$ cat src/design/pdfc_pkg.sv
// Shared types and constants for the PWM duty and frequency capture block.
package pdfc_pkg;

   localparam int unsigned CAP_W     = 16;
   localparam int unsigned OVF_W     = 16;
   localparam int unsigned TICK_W    = 32;
   localparam int unsigned CLK_W     = 27;
   localparam int unsigned DUTY_W    = 7;
   localparam int unsigned FREQ_W    = 16;
   localparam int unsigned DIVD_W    = 39;
   localparam int unsigned DIVS_W    = 32;
   localparam int unsigned STEP_W    = 6;

   localparam logic [CLK_W-1:0]  CLK_RESET  = 27'd8000000;
   localparam logic [6:0]        PERCENT    = 7'd100;
   localparam logic [STEP_W-1:0] DUTY_STEPS = 6'd39;
   localparam logic [STEP_W-1:0] FREQ_STEPS = 6'd27;
   localparam logic [OVF_W-1:0]  OVF_MAX    = 16'hFFFF;
   localparam logic [FREQ_W-1:0] FREQ_MAX   = 16'hFFFF;
   localparam logic [TICK_W-1:0] TICK_MAX   = 32'hFFFF_FFFF;

   localparam logic EVT_OVERFLOW = 1'b0;
   localparam logic EVT_CAPTURE  = 1'b1;

   typedef struct packed {
      logic             req_type;
      logic [CAP_W-1:0] capture_value;
   } req_item_type;

   typedef struct packed {
      logic [DUTY_W-1:0] duty_percent;
      logic [FREQ_W-1:0] frequency_hz;
      logic [TICK_W-1:0] high_ticks;
      logic [TICK_W-1:0] period_ticks;
      logic              bad_period;
   } rsp_item_type;

   typedef struct packed {
      logic              start;
      logic [DIVD_W-1:0] dividend;
      logic [DIVS_W-1:0] divisor;
      logic [STEP_W-1:0] steps;
   } div_req_type;

   typedef struct packed {
      logic              done;
      logic [DIVD_W-1:0] quotient;
   } div_rsp_type;

endpackage

$ cat src/design/pdfc_divider.sv
// Restoring serial divider that produces one quotient bit per cycle.
module pdfc_divider (
   input  logic                  clock,
   input  logic                  reset,
   input  pdfc_pkg::div_req_type div_req,
   output pdfc_pkg::div_rsp_type div_rsp
);

   logic [pdfc_pkg::DIVS_W-1:0] rem_ff,   rem_in;
   logic [pdfc_pkg::DIVD_W-1:0] num_ff,   num_in;
   logic [pdfc_pkg::DIVD_W-1:0] quo_ff,   quo_in;
   logic [pdfc_pkg::DIVS_W-1:0] dvs_ff,   dvs_in;
   logic [pdfc_pkg::STEP_W-1:0] count_ff, count_in;
   logic                        busy_ff,  busy_in;
   logic                        done_ff,  done_in;

   logic [pdfc_pkg::DIVS_W:0]   trial;
   logic [pdfc_pkg::DIVS_W:0]   diff;
   logic                        fits;

   always_comb begin
      trial    = {rem_ff, num_ff[pdfc_pkg::DIVD_W-1]};
      diff     = trial - {1'b0, dvs_ff};
      fits     = (trial >= {1'b0, dvs_ff});
      rem_in   = rem_ff;
      num_in   = num_ff;
      quo_in   = quo_ff;
      dvs_in   = dvs_ff;
      count_in = count_ff;
      busy_in  = busy_ff;
      done_in  = 1'b0;
      if (div_req.start) begin
         rem_in   = '0;
         num_in   = div_req.dividend;
         quo_in   = '0;
         dvs_in   = div_req.divisor;
         count_in = div_req.steps;
         busy_in  = 1'b1;
      end else if (busy_ff) begin
         rem_in   = fits ? diff[pdfc_pkg::DIVS_W-1:0] : trial[pdfc_pkg::DIVS_W-1:0];
         num_in   = {num_ff[pdfc_pkg::DIVD_W-2:0], 1'b0};
         quo_in   = {quo_ff[pdfc_pkg::DIVD_W-2:0], fits};
         count_in = count_ff - 1'b1;
         if (count_ff == pdfc_pkg::STEP_W'(1)) begin
            busy_in = 1'b0;
            done_in = 1'b1;
         end
      end
   end

   always_ff @(posedge clock) begin
      if (reset) begin
         busy_ff  <= 1'b0;
         done_ff  <= 1'b0;
         count_ff <= '0;
      end else begin
         busy_ff  <= busy_in;
         done_ff  <= done_in;
         count_ff <= count_in;
      end
      rem_ff <= rem_in;
      num_ff <= num_in;
      quo_ff <= quo_in;
      dvs_ff <= dvs_in;
   end

   assign div_rsp.done     = done_ff;
   assign div_rsp.quotient = quo_ff;

endmodule

$ cat src/design/pwm_duty_frequency_capture.sv
// Top level of the PWM duty-cycle and frequency capture block.
//
// The req channel carries timer events: an overflow event (req_type 0) or an
// edge capture with the latched timer count. The rsp channel carries one
// result after every third capture: high time, period, duty in percent,
// frequency and a flag for a zero period. The csr port writes the timer
// clock rate in ticks per second at any cycle that csr_wr_en is high.
// An overflow event leaves the block idle and ready for the next event. A
// first or second capture passes through ST_CALC before the next transfer.
// A third capture forms interval and period in ST_CALC and ST_SUM, then
// one serial divider computes the duty (39 steps) and then the frequency
// (27 steps), one quotient bit per cycle; a zero period skips both. That
// divider sets the rate, and no new event is taken until ST_IDLE again.
// The result sits in an output register, so a new event is taken while the
// result waits; a later third capture holds in ST_DONE until the receiver
// has taken the earlier result. Synchronous reset returns the block to
// awaiting a first edge with the clock rate at 8000000.
module pwm_duty_frequency_capture #(
   parameter int unsigned TIMER_BITS = 16
) (
   input  logic                          clock,
   input  logic                          reset,
   input  logic                          req_valid,
   output logic                          req_ready,
   input  pdfc_pkg::req_item_type        req_data,
   output logic                          rsp_valid,
   input  logic                          rsp_ready,
   output pdfc_pkg::rsp_item_type        rsp_data,
   input  logic                          csr_wr_en,
   input  logic [pdfc_pkg::CLK_W-1:0]    csr_wr_data
);

   localparam int unsigned UP_W   = pdfc_pkg::OVF_W + TIMER_BITS + 1;
   localparam int unsigned WIDE_W = (UP_W > pdfc_pkg::TICK_W + 1) ? UP_W
                                                                   : pdfc_pkg::TICK_W + 1;
   localparam logic [pdfc_pkg::CAP_W-1:0] CAP_MASK =
      (TIMER_BITS >= pdfc_pkg::CAP_W) ? {pdfc_pkg::CAP_W{1'b1}}
                                      : pdfc_pkg::CAP_W'((64'd1 << TIMER_BITS) - 64'd1);

   typedef enum logic [2:0] {
      ST_IDLE, ST_CALC, ST_SUM, ST_DUTY_GO, ST_DUTY_WAIT, ST_FREQ_GO, ST_FREQ_WAIT, ST_DONE
   } state_type;

   state_type                     state_ff,  state_in;
   logic [1:0]                    phase_ff,  phase_in;
   logic [pdfc_pkg::OVF_W-1:0]    ovf_ff,    ovf_in;
   logic [pdfc_pkg::CAP_W-1:0]    last_ff,   last_in;
   logic [pdfc_pkg::CAP_W-1:0]    cap_ff,    cap_in;
   logic [pdfc_pkg::TICK_W-1:0]   high_ff,   high_in;
   logic [pdfc_pkg::TICK_W-1:0]   low_ff,    low_in;
   logic [pdfc_pkg::TICK_W-1:0]   period_ff, period_in;
   logic [pdfc_pkg::DUTY_W-1:0]   duty_ff,   duty_in;
   logic [pdfc_pkg::FREQ_W-1:0]   freq_ff,   freq_in;
   logic [pdfc_pkg::CLK_W-1:0]    clk_hz_ff, clk_hz_in;
   logic                          rsp_valid_ff, rsp_valid_in;
   pdfc_pkg::rsp_item_type        rsp_data_ff,  rsp_data_in;

   logic [WIDE_W-1:0]             up_w;
   logic [WIDE_W-1:0]             prev_w;
   logic [WIDE_W-1:0]             diff_w;
   logic [pdfc_pkg::TICK_W-1:0]   interval;
   logic [pdfc_pkg::TICK_W:0]     period_sum;
   logic [pdfc_pkg::FREQ_W-1:0]   freq_sat;

   pdfc_pkg::div_req_type         div_req;
   pdfc_pkg::div_rsp_type         div_rsp;

   pdfc_divider u_divider (
      .clock   (clock),
      .reset   (reset),
      .div_req (div_req),
      .div_rsp (div_rsp)
   );

   always_comb begin
      up_w   = (WIDE_W'(ovf_ff) << TIMER_BITS) + WIDE_W'(cap_ff);
      prev_w = WIDE_W'(last_ff);
      diff_w = up_w - prev_w;
      if (up_w < prev_w) begin
         interval = '0;
      end else if (|diff_w[WIDE_W-1:pdfc_pkg::TICK_W]) begin
         interval = pdfc_pkg::TICK_MAX;
      end else begin
         interval = diff_w[pdfc_pkg::TICK_W-1:0];
      end
      period_sum = {1'b0, high_ff} + {1'b0, low_ff};
      freq_sat   = (|div_rsp.quotient[pdfc_pkg::CLK_W-1:pdfc_pkg::FREQ_W])
                   ? pdfc_pkg::FREQ_MAX : div_rsp.quotient[pdfc_pkg::FREQ_W-1:0];
   end

   always_comb begin
      state_in     = state_ff;
      phase_in     = phase_ff;
      ovf_in       = ovf_ff;
      last_in      = last_ff;
      cap_in       = cap_ff;
      high_in      = high_ff;
      low_in       = low_ff;
      period_in    = period_ff;
      duty_in      = duty_ff;
      freq_in      = freq_ff;
      clk_hz_in    = csr_wr_en ? csr_wr_data : clk_hz_ff;
      rsp_valid_in = rsp_valid_ff && !rsp_ready;
      rsp_data_in  = rsp_data_ff;
      div_req      = '0;
      req_ready    = (state_ff == ST_IDLE);
      unique case (state_ff)
         ST_IDLE: begin
            if (req_valid) begin
               if (req_data.req_type == pdfc_pkg::EVT_OVERFLOW) begin
                  if (ovf_ff != pdfc_pkg::OVF_MAX) begin
                     ovf_in = ovf_ff + 1'b1;
                  end
               end else begin
                  cap_in   = req_data.capture_value & CAP_MASK;
                  state_in = ST_CALC;
               end
            end
         end
         ST_CALC: begin
            last_in  = cap_ff;
            ovf_in   = '0;
            state_in = ST_IDLE;
            if (phase_ff == 2'd1) begin
               high_in  = interval;
               phase_in = 2'd2;
            end else if (phase_ff == 2'd2) begin
               low_in   = interval;
               phase_in = 2'd0;
               state_in = ST_SUM;
            end else begin
               phase_in = 2'd1;
            end
         end
         ST_SUM: begin
            period_in = period_sum[pdfc_pkg::TICK_W] ? pdfc_pkg::TICK_MAX
                                                      : period_sum[pdfc_pkg::TICK_W-1:0];
            duty_in   = '0;
            freq_in   = '0;
            state_in  = ST_DUTY_GO;
         end
         ST_DUTY_GO: begin
            if (period_ff == '0) begin
               state_in = ST_DONE;
            end else begin
               div_req.start    = 1'b1;
               div_req.dividend = pdfc_pkg::DIVD_W'(high_ff) *
                                  pdfc_pkg::DIVD_W'(pdfc_pkg::PERCENT);
               div_req.divisor  = period_ff;
               div_req.steps    = pdfc_pkg::DUTY_STEPS;
               state_in         = ST_DUTY_WAIT;
            end
         end
         ST_DUTY_WAIT: begin
            if (div_rsp.done) begin
               duty_in  = div_rsp.quotient[pdfc_pkg::DUTY_W-1:0];
               state_in = ST_FREQ_GO;
            end
         end
         ST_FREQ_GO: begin
            div_req.start    = 1'b1;
            div_req.dividend = {clk_hz_ff, {(pdfc_pkg::DIVD_W - pdfc_pkg::CLK_W){1'b0}}};
            div_req.divisor  = period_ff;
            div_req.steps    = pdfc_pkg::FREQ_STEPS;
            state_in         = ST_FREQ_WAIT;
         end
         ST_FREQ_WAIT: begin
            if (div_rsp.done) begin
               freq_in  = freq_sat;
               state_in = ST_DONE;
            end
         end
         ST_DONE: begin
            if (!rsp_valid_ff || rsp_ready) begin
               rsp_valid_in             = 1'b1;
               rsp_data_in.duty_percent = duty_ff;
               rsp_data_in.frequency_hz = freq_ff;
               rsp_data_in.high_ticks   = high_ff;
               rsp_data_in.period_ticks = period_ff;
               rsp_data_in.bad_period   = (period_ff == '0);
               state_in = ST_IDLE;
            end
         end
         default: begin
            state_in = ST_IDLE;
         end
      endcase
   end

   always_ff @(posedge clock) begin
      if (reset) begin
         state_ff     <= ST_IDLE;
         phase_ff     <= 2'd0;
         ovf_ff       <= '0;
         last_ff      <= '0;
         high_ff      <= '0;
         clk_hz_ff    <= pdfc_pkg::CLK_RESET;
         rsp_valid_ff <= 1'b0;
      end else begin
         state_ff     <= state_in;
         phase_ff     <= phase_in;
         ovf_ff       <= ovf_in;
         last_ff      <= last_in;
         high_ff      <= high_in;
         clk_hz_ff    <= clk_hz_in;
         rsp_valid_ff <= rsp_valid_in;
      end
      cap_ff      <= cap_in;
      low_ff      <= low_in;
      period_ff   <= period_in;
      duty_ff     <= duty_in;
      freq_ff     <= freq_in;
      rsp_data_ff <= rsp_data_in;
   end

   assign rsp_valid = rsp_valid_ff;
   assign rsp_data  = rsp_data_ff;

   a_rsp_from_done: assert property (@(posedge clock) disable iff (reset)
      $rose(rsp_valid_ff) |-> $past(state_ff == ST_DONE))
      else $error("A result appeared without the sequencer finishing a cycle.");

   a_div_done_waited: assert property (@(posedge clock) disable iff (reset)
      div_rsp.done |-> (state_ff == ST_DUTY_WAIT || state_ff == ST_FREQ_WAIT))
      else $error("The divider finished while no division was awaited.");

   a_bad_zeroes: assert property (@(posedge clock) disable iff (reset)
      (rsp_valid_ff && rsp_data_ff.bad_period) |->
      (rsp_data_ff.duty_percent == '0 && rsp_data_ff.frequency_hz == '0))
      else $error("A zero period result carries a nonzero duty or frequency.");

   a_duty_range: assert property (@(posedge clock) disable iff (reset)
      rsp_valid_ff |-> (rsp_data_ff.duty_percent <= pdfc_pkg::PERCENT))
      else $error("The duty exceeds one hundred percent.");

endmodule

$ cat config.mk
export PLATFORM = sky130hd
export DESIGN_NAME = pwm_duty_frequency_capture
export DESIGN_NICKNAME = d
export VERILOG_FILES = /design/src/design/pdfc_pkg.sv /design/src/design/pdfc_divider.sv /design/src/design/pwm_duty_frequency_capture.sv
export SDC_FILE = /design/constraint.sdc
export NUM_CORES = 1
export LEC_CHECK = 0
export ABC_CLOCK_PERIOD_IN_PS = 5900
export BUFFER_PORTS_ARGS = -buffer_cell sky130_fd_sc_hd__buf_2
export CELL_PAD_IN_SITES_DETAIL_PLACEMENT = 1
export CELL_PAD_IN_SITES_GLOBAL_PLACEMENT = 1
export CORE_MARGIN = 1
export CORE_UTILIZATION = 44
export DETAILED_ROUTE_END_ITERATION = 8
export HOLD_SLACK_MARGIN = 0.1
export PLACE_DENSITY = 0.79
export RECOVER_POWER = 50
export SLEW_MARGIN = 15
export SYNTH_ARGS = -nofsm -noshare
export SYNTH_HDL_FRONTEND = slang
export SYNTH_SLANG_ARGS = --single-unit
export TNS_END_PERCENT = 30
$ cat constraint.sdc
create_clock -name clock -period 5.9 [get_ports clock]
set_input_delay 0 -clock clock [delete_from_list [all_inputs] [get_ports clock]]
set_output_delay 0 -clock clock [all_outputs]
set_load 0.03 [all_outputs]
==> run summary <==
The ratio of final minimum period to clock period is 0.812, and the number of buffers created by CTS is 47. The run finished, with violations left. For hold timing, the worst endpoint is cap_ff[15]. Routability-driven placement finished with a final weighted congestion of 0.897. The met2 capacity usage during global routing came out at 0.431. Final hold violation count: 0. The count of boundary I/O pins was 139. The start-to-end type of the worst setup path is register to register.

The tools report the startpoint of the lowest-slack register-to-register path as high_ff[6]. Summing all flip-flop and latch instances after layout gives 11100 um2. Worst voltage drop across the vdd grid: 256 uV. Clock tree synthesis selected as its root buffer the cell sky130_fd_sc_hd__clkbuf_16. For the post-CTS setup repair buffer count, the log shows 0.

The detail-routed net length per standard cell works out to 21.1 um. The run gives 7 as the first-pass detailed-route iteration total. Counting instances in the post-synthesis netlist gives the leading cell types as sky130_fd_sc_hd__edfxtp_1 (260), sky130_fd_sc_hd__nand2_1 (216), sky130_fd_sc_hd__inv_1 (208).

The horizontal die dimension was 233 um. The tools report the share of synthesized area occupied by flip-flops and latches as 0.471. Setup violations remaining at the end of the flow were counted as 0.

The fraction of power spent switching nets came out at 0.279. The number of antenna violations at the first check in global routing is 0, and the number of instances resized during post-cts repair is 0. The all-layer global routing usage is 0.253, and the simple-gate share of the synthesized area is 0.135. The share of total power in the clock network is 0.400. In this run the number of H-tree levels came out at 2. The number of cells on the worst reg-to-reg path is 15. By area the synthesized netlist is led by sky130_fd_sc_hd__edfxtp_1 (33%), sky130_fd_sc_hd__dfxtp_1 (14%), sky130_fd_sc_hd__ha_1 (10%). Summed over all layers, the global routing overflow is 0. In the synthesized netlist the dominant register cell turns out to be sky130_fd_sc_hd__edfxtp_1. Library cell contributing the largest single delay on the critical path: sky130_fd_sc_hd__fa_1.

For this run, design rule violations remaining after detail routing come to 4. For the clock sink count, the log shows 424. The number of enable flip-flop cells after synthesis was 260; the floorplan die height was 233 um. Synthesis handed over a netlist of 2327 instances. The logs give 5913 for the number of filler instances in the final layout and 68500 um for the final wirelength.

The power density relative to cell area works out to 284 nW/um2. For the area of the core, the log shows 52800 um2. Yosys printed 0 warnings. TritonCTS built the clock tree.

The logs give 1036 for the violation count after the first detailed-routing iteration and 81 for the number of hold buffers added after CTS. The tools report the total power as 7.72 mW. The checks that failed: design-rule violations, max-capacitance violations, max-slew violations. Along the worst hold path, the cell count comes to 2.

The dominant combinational cell family by area after synthesis is compound AO/OA/AOI/OAI gates. The HPWL after detailed placement is 49100 um. The type of the worst min-delay path is primary input to register.

The first global-routing pass estimated 107000 um of wire. Summing all multi-input logic gate instances after layout gives 11300 um2. Maximum buffer depth of the clock tree: 3.

The worst hold path begins at req_data[15]. The net switching power came out at 2.15 mW. For the net count after synthesis, the log shows 2594. The power share of the combinational group is 0.171, and the routed via count is 18346.

Based on the critical path, the design can be clocked at up to 209 MHz. The maximum number of pins on one net before global-route repair is 79, and the area fraction in compound gates after synthesis is 0.151. The smallest clock period supported by the final layout is computed as 4790 ps. Summing every instance area after synthesis gives 23600 um2. For the worst endpoint required time, the log shows 6210 ps.

Critical path capture point type: a register. The largest total area in the synthesized netlist belongs to sky130_fd_sc_hd__edfxtp_1. The portion of total power attributed to sequential cells was 0.429.

The synthesized netlist contains 89 unique library cells. The routing usage on met3 is 0.0406. The tools report the global-route track usage on met1 as 0.316. The antenna diode count was 0. The logs give -1.09 for the tightest slew margin relative to the limit and 0 for the number of nets with antenna violations after detailed routing.

The share of post-route cells with drive strength above 1 is 0.0665, and the peak per-stage delay on the critical path is 500 ps. The top fanout value on the critical path is 6, and the layout-stage area growth over the synthesis result is 15.4%. Dividing the detail-routed via count by the number of cells gives 5.65. The critical path data arrival time was 5100 ps. The endpoint identified for the worst register-to-register timing path is u_divider.num_ff[35].

Site row count: 84. Max-cap violations in this run came to 3. The initial cell density of the core was 0.447; the die area was 54500 um2. Most used cell along the critical path: sky130_fd_sc_hd__o21ai_0. After clock tree synthesis, the clock-pin slew on the worst setup and hold paths is 70 ps. Traced cell by cell, the critical path runs through ha_1, ha_1, inv_1, fa_1, inv_1, ha_1, a2111oi_0, o21ai_0, a31oi_1, a21oi_1, o21ai_0, o21ai_0, a211oi_1, xor2_1, o21ai_0.

The number of global-route vias before repair was 19384; the post-synthesis xor/xnor area fraction was 0.0446. The kind of launch point of the worst setup path was a register. The post-synthesis register bit count was 424.

Cell internal power was estimated by the tool at 5.57 mW. Setup repair after global routing left no endpoint under its margin. The proportion of netlist area held by the largest area contributor came out at 0.331.

Multiplexer area fraction after synthesis: 0.0230. The clock arrives with 32.1 ps of skew. After synthesis, the mean cell area works out to 10.1 um2. For the pin with the worst max-slew slack, the measured transition is 3130 ps. In this run the static leakage power is 11.0 nW.

The most frequent cell after synthesis was sky130_fd_sc_hd__edfxtp_1. The number of buffers added on ports was 138. The number of pins exceeding their max-slew limit in the final report is 118. For the worst-skew pair, the clock arrives at the later sink with an insertion delay of 610 ps.

Setup slack on the worst reg-to-reg path comes out at 1110 ps. The run gives 123 ps as the final hold slack. For the final routed database, the setup TNS stands at 0 ps. The share of synthesized registers carrying an async set or reset is 0. The post-synthesis adder-cell area fraction was 0.125. The layer flagged by global routing as most heavily used is met2. Final-stage net count: 2786.
-- routing by layer --
layer / up-vias / part of all wire
li1: 8708 / -
met5: - / 0
met4: 0 / 0.041
met1: 9098 / 0.43
met2: 416 / 0.49
met3: 124 / 0.046
-- cell families after synthesis --
logic type,after synthesis
AND/OR/NAND/NOR,659
AO/OA/AOI/OAI,547
flip-flops,424
buffers and inverters,305
adder cells (fa/ha/maj),218
XOR/XNOR,120
multiplexers,54
-- state kept, by name (all words and copies together), names as in the netlist, 27 cells and up --
name and count:
clk_hz_ff 27, high_ff 32, low_ff 32, period_ff 32, rsp_data 88, u_divider.dvs_ff 32, u_divider.num_ff 37, u_divider.quo_ff 27
u_divider.rem_ff 32
-- power by group through the flow --
stage               sequential, mW  clock (mW)  combinational [mW]
global placement              3.37           0                1.20
floorplan                     3.34           0               0.959
CTS                           3.31        3.14                1.31
detailed placement            3.37           0                1.25
global route                  3.32        3.25                1.46
finish                        3.32        3.09                1.32
-- final cells by class --
| class | count | share of cell area |
|---|---|---|
| sequential | 424 | 0.408 |
| tap | 688 | 0.0316 |
| inverter | 209 | 0.0288 |
| timing repair buffer | 239 | 0.0557 |
| clock buffer | 61 | 0.0474 |
| multi-input combinational | 1598 | 0.416 |
| clock inverter | 27 | 0.0122 |
-- worst max path at each step --
| stage | from | to | slack [ps] | cells after the start |
|---|---|---|---|---|
| floorplan | state_ff[0] | rsp_data[0] | 910 | 3 |
| global placement | high_ff[6] | u_divider.num_ff[37] | 1510 | 15 |
| detailed placement | high_ff[6] | u_divider.num_ff[35] | 1340 | 15 |
| CTS | high_ff[6] | u_divider.num_ff[35] | 1280 | 15 |
| global route | high_ff[6] | u_divider.num_ff[35] | 910 | 15 |
| finish | high_ff[6] | u_divider.num_ff[35] | 1110 | 15 |
-- cells in the final DEF (no fill, tap or decap), drive strengths merged, types with 32 or more instances in the layout --
cell,netlist,routed
buf,28,60
o21ai,129,129
a21oi,146,146
xor2,61,61
ha,188,188
dfxtp,164,164
a21o,37,37
nand2,217,217
clkbuf,68,159
mux2i,52,52
nor2,165,165
edfxtp,260,260
dlygate4sd3,0,81
nand3,48,48
a31oi,36,36
and3,48,48
xnor2,59,59
inv,208,211
o21a,37,37
nor3,32,32
-- critical path, delay by kind of cell, from the launching register on --
kind | cells | cell delay [ps]
AO/OA/AOI/OAI | 8 | 2230
XOR/XNOR | 1 | 240
adder cells (fa/ha/maj) | 4 | 1440
buffers and inverters | 2 | 90
flip-flops | 1 | 470
-- through the flow --
step,std cells,worst slack [ps],area (um2),util
floorplan,2327,911,23600,-
global placement,3077,1510,24900,0.472
detailed placement,3077,1340,24900,0.472
CTS,3246,1280,27400,0.518
global route,3246,912,27200,0.516
finish,3246,1110,27200,0.516
(Power assumes the default switching activity.)
